$ cat src/sv/cstat_pkg.sv
// ----------------------------------------------------------------------------
// cstat_pkg
// Types and constants shared by the coefficient statistics block.
// ----------------------------------------------------------------------------
package cstat_pkg;

	localparam int COEFF_WIDTH  = 24;
	localparam int COUNT_WIDTH  = 40;
	localparam int NUM_BINS     = COEFF_WIDTH + 1;
	localparam int BIN_WIDTH    = $clog2(NUM_BINS);
	localparam int SUM_WIDTH    = 48;
	localparam int ENERGY_WIDTH = 63;
	localparam int SQ_WIDTH     = 2 * COEFF_WIDTH;

	localparam logic [1:0] OP_ACCUM = 2'd0;
	localparam logic [1:0] OP_READ  = 2'd1;
	localparam logic [1:0] OP_CLEAR = 2'd2;

	localparam logic signed [COEFF_WIDTH-1:0] COEFF_MAX = {1'b0, {(COEFF_WIDTH-1){1'b1}}};
	localparam logic signed [COEFF_WIDTH-1:0] COEFF_MIN = {1'b1, {(COEFF_WIDTH-1){1'b0}}};
	localparam logic signed [SUM_WIDTH-1:0]   SUM_MAX   = {1'b0, {(SUM_WIDTH-1){1'b1}}};
	localparam logic signed [SUM_WIDTH-1:0]   SUM_MIN   = {1'b1, {(SUM_WIDTH-1){1'b0}}};
	localparam logic [ENERGY_WIDTH-1:0]       ENERGY_TOP = {ENERGY_WIDTH{1'b1}};

	typedef struct packed {
		logic [1:0]                    opcode;
		logic signed [COEFF_WIDTH-1:0] coeff;
		logic [BIN_WIDTH-1:0]          bin_index;
	} cstat_item_t;

	typedef struct packed {
		logic [COUNT_WIDTH-1:0]        bin_count;
		logic signed [SUM_WIDTH-1:0]   coeff_sum;
		logic signed [COEFF_WIDTH-1:0] coeff_min;
		logic signed [COEFF_WIDTH-1:0] coeff_max;
		logic [ENERGY_WIDTH-1:0]       energy;
		logic [COUNT_WIDTH-1:0]        zero_count;
		logic [COUNT_WIDTH-1:0]        total_count;
	} cstat_result_t;

	// Item after the front stage: the bin it falls in and its square.
	typedef struct packed {
		logic [1:0]                    opcode;
		logic signed [COEFF_WIDTH-1:0] coeff;
		logic [BIN_WIDTH-1:0]          bin_index;
		logic [BIN_WIDTH-1:0]          bin_len;
		logic [SQ_WIDTH-1:0]           square;
	} cstat_prep_t;

endpackage

$ cat src/sv/cstat_prep.sv
// ----------------------------------------------------------------------------
// cstat_prep
// Front stage: squares the coefficient and finds the bit length of its
// magnitude, then holds both in the second pipeline register.
// ----------------------------------------------------------------------------
module cstat_prep import cstat_pkg::*; (
	input  logic        clk,
	input  logic        load,
	input  cstat_item_t item_s1,
	output cstat_prep_t prep_s2
);

	function automatic logic [BIN_WIDTH-1:0] bit_len(input logic [COEFF_WIDTH-1:0] mag);
		logic [BIN_WIDTH-1:0] n;
		n = '0;
		for (int i = 0; i < COEFF_WIDTH; i++) begin
			if (mag[i]) begin
				n = BIN_WIDTH'(i + 1);
			end
		end
		return n;
	endfunction

	logic [COEFF_WIDTH-1:0]       mag;
	logic signed [SQ_WIDTH-1:0]   square;

	// The most negative coefficient has a magnitude that still fits unsigned.
	assign mag    = item_s1.coeff[COEFF_WIDTH-1] ? -item_s1.coeff : item_s1.coeff;
	assign square = SQ_WIDTH'(item_s1.coeff) * SQ_WIDTH'(item_s1.coeff);

	always_ff @(posedge clk) begin
		if (load) begin
			prep_s2.opcode    <= item_s1.opcode;
			prep_s2.coeff     <= item_s1.coeff;
			prep_s2.bin_index <= item_s1.bin_index;
			prep_s2.bin_len   <= bit_len(mag);
			prep_s2.square    <= square;
		end
	end

endmodule

$ cat src/sv/cstat_accum.sv
// ----------------------------------------------------------------------------
// cstat_accum
// Statistics state: histogram, saturating sums, min, max and counters, with
// the result register that reports the state after each step.
// ----------------------------------------------------------------------------
module cstat_accum import cstat_pkg::*; (
	input  logic          clk,
	input  logic          arst_n,
	input  logic          fire,
	input  cstat_prep_t   prep_s2,
	output cstat_result_t result_q
);

	logic [COUNT_WIDTH-1:0]        bins_q [NUM_BINS];
	logic signed [SUM_WIDTH-1:0]   sum_q;
	logic signed [COEFF_WIDTH-1:0] min_q;
	logic signed [COEFF_WIDTH-1:0] max_q;
	logic [ENERGY_WIDTH-1:0]       energy_q;
	logic [COUNT_WIDTH-1:0]        zeros_q;
	logic [COUNT_WIDTH-1:0]        items_q;

	logic [BIN_WIDTH-1:0]          bin_sel;
	logic [COUNT_WIDTH-1:0]        bin_cur;
	logic [COUNT_WIDTH-1:0]        bin_new;
	logic [SUM_WIDTH:0]            sum_ext;
	logic [ENERGY_WIDTH:0]         energy_ext;
	logic                          is_zero;
	cstat_result_t                 next;

	function automatic logic [COUNT_WIDTH-1:0] bump(input logic [COUNT_WIDTH-1:0] c);
		return (&c) ? c : c + COUNT_WIDTH'(1);
	endfunction

	always_comb begin
		bin_sel    = (prep_s2.opcode == OP_READ) ? prep_s2.bin_index : prep_s2.bin_len;
		bin_cur    = (32'(bin_sel) < NUM_BINS) ? bins_q[bin_sel] : '0;
		bin_new    = bump(bin_cur);
		sum_ext    = {sum_q[SUM_WIDTH-1], sum_q}
		           + {{(SUM_WIDTH+1-COEFF_WIDTH){prep_s2.coeff[COEFF_WIDTH-1]}}, prep_s2.coeff};
		energy_ext = {1'b0, energy_q} + (ENERGY_WIDTH+1)'(prep_s2.square);
		is_zero    = (prep_s2.coeff == '0);

		next.bin_count   = '0;
		next.coeff_sum   = sum_q;
		next.coeff_min   = min_q;
		next.coeff_max   = max_q;
		next.energy      = energy_q;
		next.zero_count  = zeros_q;
		next.total_count = items_q;

		unique case (prep_s2.opcode)
			OP_ACCUM: begin
				next.bin_count = bin_new;
				if (sum_ext[SUM_WIDTH] != sum_ext[SUM_WIDTH-1]) begin
					next.coeff_sum = sum_ext[SUM_WIDTH] ? SUM_MIN : SUM_MAX;
				end else begin
					next.coeff_sum = sum_ext[SUM_WIDTH-1:0];
				end
				if (prep_s2.coeff < min_q) begin
					next.coeff_min = prep_s2.coeff;
				end
				if (prep_s2.coeff > max_q) begin
					next.coeff_max = prep_s2.coeff;
				end
				next.energy = energy_ext[ENERGY_WIDTH] ? ENERGY_TOP
				                                       : energy_ext[ENERGY_WIDTH-1:0];
				if (is_zero) begin
					next.zero_count = bump(zeros_q);
				end
				next.total_count = bump(items_q);
			end
			OP_READ: begin
				next.bin_count = bin_cur;
			end
			OP_CLEAR: begin
				next.coeff_sum   = '0;
				next.coeff_min   = COEFF_MAX;
				next.coeff_max   = COEFF_MIN;
				next.energy      = '0;
				next.zero_count  = '0;
				next.total_count = '0;
			end
			default: begin
			end
		endcase
	end

	always_ff @(posedge clk or negedge arst_n) begin
		if (!arst_n) begin
			for (int i = 0; i < NUM_BINS; i++) begin
				bins_q[i] <= '0;
			end
			sum_q    <= '0;
			min_q    <= COEFF_MAX;
			max_q    <= COEFF_MIN;
			energy_q <= '0;
			zeros_q  <= '0;
			items_q  <= '0;
		end else if (fire) begin
			if (prep_s2.opcode == OP_CLEAR) begin
				for (int i = 0; i < NUM_BINS; i++) begin
					bins_q[i] <= '0;
				end
			end else if (prep_s2.opcode == OP_ACCUM) begin
				bins_q[bin_sel] <= bin_new;
			end
			sum_q    <= next.coeff_sum;
			min_q    <= next.coeff_min;
			max_q    <= next.coeff_max;
			energy_q <= next.energy;
			zeros_q  <= next.zero_count;
			items_q  <= next.total_count;
		end
	end

	always_ff @(posedge clk) begin
		if (fire) begin
			result_q <= next;
		end
	end

endmodule

$ cat src/sv/coefficient_statistics.sv
// ----------------------------------------------------------------------------
// coefficient_statistics
// Running statistics over a stream of signed transform coefficients.
// ----------------------------------------------------------------------------
// The block takes one item per clock cycle while item_stall is low and
// returns exactly one result per item. Each item passes the input register,
// then the front stage that squares the coefficient and finds the bit length
// of its magnitude, and then the statistics stage, whose read-modify-write
// of the histogram and the sums sets the rate of one item per cycle. Opcode
// accumulate adds the coefficient to the histogram, the saturating sum and
// energy, the minimum, the maximum and the counters; read reports one
// histogram bin; clear restores every statistic to its reset value. Every
// result reports the statistics after its own step.
// Each pipeline stage moves on as soon as the stage after it has room, so
// items keep flowing in while a finished result waits to be taken, and a
// stall on the result side reaches the input only once every stage is full.
// ----------------------------------------------------------------------------
module coefficient_statistics import cstat_pkg::*; (
	input  logic          clk,
	input  logic          arst_n,
	input  logic          item_valid,
	output logic          item_stall,
	input  cstat_item_t   item,
	output logic          result_valid,
	input  logic          result_stall,
	output cstat_result_t result
);

	// Stage valid flags.
	logic        valid_s1;
	logic        valid_s2;
	logic        result_valid_q;
	cstat_item_t item_s1;
	cstat_prep_t prep_s2;

	// A stage may load when it is empty or when its contents move on in the
	// same cycle.
	logic result_free;
	logic s2_free;
	logic s1_free;
	logic s2_fire;
	logic s1_fire;
	logic item_take;

	assign result_free = !result_valid_q || !result_stall;
	assign s2_fire     = valid_s2 && result_free;
	assign s2_free     = !valid_s2 || result_free;
	assign s1_fire     = valid_s1 && s2_free;
	assign s1_free     = !valid_s1 || s2_free;
	assign item_stall  = !s1_free;
	assign item_take   = item_valid && s1_free;

	assign result_valid = result_valid_q;

	always_ff @(posedge clk or negedge arst_n) begin
		if (!arst_n) begin
			valid_s1       <= 1'b0;
			valid_s2       <= 1'b0;
			result_valid_q <= 1'b0;
		end else begin
			if (s1_free) begin
				valid_s1 <= item_valid;
			end
			if (s2_free) begin
				valid_s2 <= valid_s1;
			end
			if (result_free) begin
				result_valid_q <= valid_s2;
			end
		end
	end

	// The input register holds the transferred item for the front stage.
	always_ff @(posedge clk) begin
		if (item_take) begin
			item_s1 <= item;
		end
	end

	cstat_prep u_prep (
		.clk     (clk),
		.load    (s1_fire),
		.item_s1 (item_s1),
		.prep_s2 (prep_s2)
	);

	cstat_accum u_accum (
		.clk      (clk),
		.arst_n   (arst_n),
		.fire     (s2_fire),
		.prep_s2  (prep_s2),
		.result_q (result)
	);

	// Once any coefficient has been counted since the last clear, the minimum
	// can no longer lie above the maximum.
	assert property (@(posedge clk) disable iff (!arst_n)
		result_valid && (result.total_count != '0) |-> (result.coeff_min <= result.coeff_max))
		else $error("minimum above maximum after coefficients were counted");

	// Zero coefficients are a subset of all coefficients, and both counters
	// saturate at the same top value.
	assert property (@(posedge clk) disable iff (!arst_n)
		result_valid |-> (result.zero_count <= result.total_count))
		else $error("zero count exceeds total count");

	// No histogram bin can hold more than the number of coefficients seen.
	assert property (@(posedge clk) disable iff (!arst_n)
		result_valid |-> (result.bin_count <= result.total_count))
		else $error("bin count exceeds total count");

	// A result stage that could take the front stage's item must end up valid.
	assert property (@(posedge clk) disable iff (!arst_n)
		s2_fire |=> result_valid)
		else $error("front stage item lost on the way to the result register");

endmodule
$ cat config.mk
export PLATFORM = sky130hd
export DESIGN_NAME = coefficient_statistics
export DESIGN_NICKNAME = d
export VERILOG_FILES = /design/src/sv/cstat_pkg.sv /design/src/sv/cstat_prep.sv /design/src/sv/cstat_accum.sv /design/src/sv/coefficient_statistics.sv
export SDC_FILE = /design/constraint.sdc
export NUM_CORES = 2
export LEC_CHECK = 0
export ABC_AREA = 1
export BUFFER_PORTS_ARGS = -buffer_cell sky130_fd_sc_hd__buf_2
export CAP_MARGIN = 5
export CORE_MARGIN = 3
export CORE_UTILIZATION = 35
export DETAILED_ROUTE_END_ITERATION = 6
export SYNTH_ARGS = -nofsm -noshare
export SYNTH_HDL_FRONTEND = slang
export SYNTH_SLANG_ARGS = --single-unit
$ cat constraint.sdc
create_clock -name clk -period 9.6 [get_ports clk]
set_clock_uncertainty 0.1 [all_clocks]
set_input_delay 1.44 -clock clk [delete_from_list [all_inputs] [get_ports clk]]
set_output_delay 1.44 -clock clk [all_outputs]
set_load 0.01 [all_outputs]
==> flow_summary.ini <==
[status]
status = finished, final reports clean

[floorplan]
start_util = 0.3529
io_pins = 316
die-area_um2 = 297800
die_x_um = 545.7
core_um2 = 288900
die-height_um = 545.7
rows = 197

[run]
maxCapViolCount = 0

[logic_synthesis]
synthCells = 12750
yosysUniqueCellTypes = 61
seq_area_frac_synth = 0.4206
syn_nets = 13640
ys_ff_latch = 1634
ys_warn_count = 0
synth_ff_type = dfrtp_1
synth_area_um2 = 101900
avgSynthCellArea_um2 = 7.994
postSynth.asyncResetShare = 0.7601
synth_edf_count = 392

[sta]
finalCriticalPeriod_ns = 7.765
final.setup.tns_ns = 0
slew_viol_final = 0
max_slew_margin = 0.2170
setup_viol = 0
finalCritPeriodShare = 0.8089
timing.final.hold_violations = 0
worst_pin_slew_ns = 1.175
fmax_mhz = 128.8
grt_setup_unrepaired = no

[place]
routabilityCongestion = 0.9681
dp_hpwl_um = 235800
portBuffers = 315

[clock_network]
path_clk_slew_ns = 0.06
clock_sinks = 1634
cts_tree = built
cts_buffer_depth = 4
cts_hold_buf = 0
cts_root_buffer = clkbuf_16
numCtsBuffers = 182
cts_resized = 0
clk_latency_ns = 0.88
post_cts_buffers = 0
htreeDepth = 4

[setup_path]
worstPathRequired_ns = 10.04
cp_slowest_cell = edfxtp_1
cp-end-kind = register
timing.critical_path.mode_cell = fa_1
cpPeakStageDelay_ns = 0.87
path_max_fanout = 21
critPathLaunchType = register
cp.arrival_ns = 8.21
critPathKind = register to register

[routing]
first_pass_iters = 6
wl_um = 350600
routedWlPerCell_um = 20.81
dr.first_iter.drc_count = 10200
vias = 86230
antenna_left = 0
drcViolationCount = 0
viasPerCell = 5.118

[layout]
fin_nets = 13700
layout_common_cells = 4125 x nand2_1, 1627 x inv_1, 1365 x nor2_1, 1218 x dfrtp_1, 846 x o21ai_0
area_delta_synth_final_pct = 11.25
drive_above_1_share = 0.07245
layout_commonest_cell = nand2_1

[global_routing]
grt_use_total = 0.2301
grt_max_degree = 221
grt-ovfl-total = 0
grt_pass1_wl_um = 529300
grt_pass1_vias = 82910
antenna_found_initial = 12

[worst_hold_path]
holdCritPathClass = register to register
-- synth_stat cells (16+ instances only) --
master,number,area share
a21o_1,16,0.0012
a21oi_1,548,0.027
a31oi_1,40,0.0025
buf_1,47,0.0017
buf_2,113,0.0055
buf_4,28,0.0021
buf_6,46,0.0051
clkbuf_1,360,0.013
dfrtp_1,1218,0.30
dfstp_2,24,0.0062
edfxtp_1,392,0.12
fa_1,557,0.11
ha_1,292,0.036
inv_1,1640,0.060
inv_2,20,0.00074
nand2_1,4125,0.15
nand3_1,210,0.010
nand4_1,42,0.0026
nor2_1,1402,0.052
nor3_1,72,0.0035
nor4_1,31,0.0019
o211ai_1,46,0.0034
o21a_1,25,0.0018
o21ai_0,846,0.042
o21ai_1,36,0.0018
o22ai_1,183,0.011
or2_2,25,0.0015
xnor2_1,62,0.0053
xor2_1,141,0.012
-- per-stage QoR --
| step | setup WS, ns | area [µm²] | hold slack, ns | instances | utilization |
|---|---|---|---|---|---|
| CTS | 1.877 | 113400 | 0.3361 | 16840 | 0.3925 |
| detailed placement | 1.930 | 107400 | 0.3220 | 16520 | 0.3716 |
| global route | 1.336 | 113400 | 0.3359 | 16850 | 0.3926 |
| floorplan | 2.218 | 101900 | 0.3003 | 12750 | - |
| global placement | 2.010 | 107400 | 0.3226 | 16520 | 0.3716 |
| finish | 1.835 | 113400 | 0.3363 | 16850 | 0.3926 |
-- cell families after synthesis --
group | share of synthesized area
AND/OR/NAND/NOR | 0.2306
buffers and inverters | 0.08930
AO/OA/AOI/OAI | 0.09687
flip-flops | 0.4206
adder cells (fa/ha/maj) | 0.1452
XOR/XNOR | 0.01744
-- flip-flops by register name, indices dropped and copies added (netlist names) --
| register | flops |
|---|---|
| u_accum.bins_q | 1000 |
| u_accum.result_q | 279 |
| u_prep.prep_s2 | 82 |
| u_accum.energy_q | 63 |
| u_accum.sum_q | 48 |
| u_accum.items_q | 40 |
| u_accum.zeros_q | 40 |
| item_s1 | 31 |
| u_accum.max_q | 24 |
| u_accum.min_q | 24 |
| result_valid | 1 |
| valid_s1 | 1 |
| valid_s2 | 1 |
-- worst max-delay path: cells and delay by family, from the launching register on --
kind	cells	cell delay [ns]
flops	1	0.87
buf+inv	6	0.71
compound gates	5	1.04
simple gates	5	0.59
xor+xnor	1	0.14
fa+ha+maj	8	3.97
-- worst paths after layout --
kind | start | to | slack, ns | depth (start not counted)
max reg2reg | item_s1[21] | u_prep.prep_s2[45] | 1.83 | 25
max | item_s1[21] | u_prep.prep_s2[45] | 1.83 | 25
max in group asynchronous | arst_n | u_accum.energy_q[5] | 6.65 | 3
min in group asynchronous | arst_n | u_accum.bins_q[468] | 0.48 | 1
min | item_s1[29] | u_prep.prep_s2[82] | 0.34 | 0
min reg2reg | item_s1[29] | u_prep.prep_s2[82] | 0.34 | 0
-- layer usage --
| metal | wire (µm) | vias to the layer above | GRT usage |
|---|---|---|---|
| li1 | - | 39890 | - |
| met1 | 151400 | 42030 | 0.3256 |
| met2 | 153200 | 3720 | 0.3506 |
| met3 | 31630 | 597 | 0.04105 |
| met4 | 14410 | 0 | 0.08665 |
| met5 | 0 | - | 0 |
-- area by class of cell --
type                       count  area [µm²]
clock inverter                76       874.6
tap                         3880        4855
multi-input combinational   8860       50350
clock buffer                 250        5165
sequential                  1634       42880
inverter                    1663        6254
timing repair buffer         478        3015
antenna                        8       20.02
fill                       29500      175500
Power is left out: the tool's default activity adds up to more than one toggle a clock period on the data nets, which glitch-free logic cannot reach.
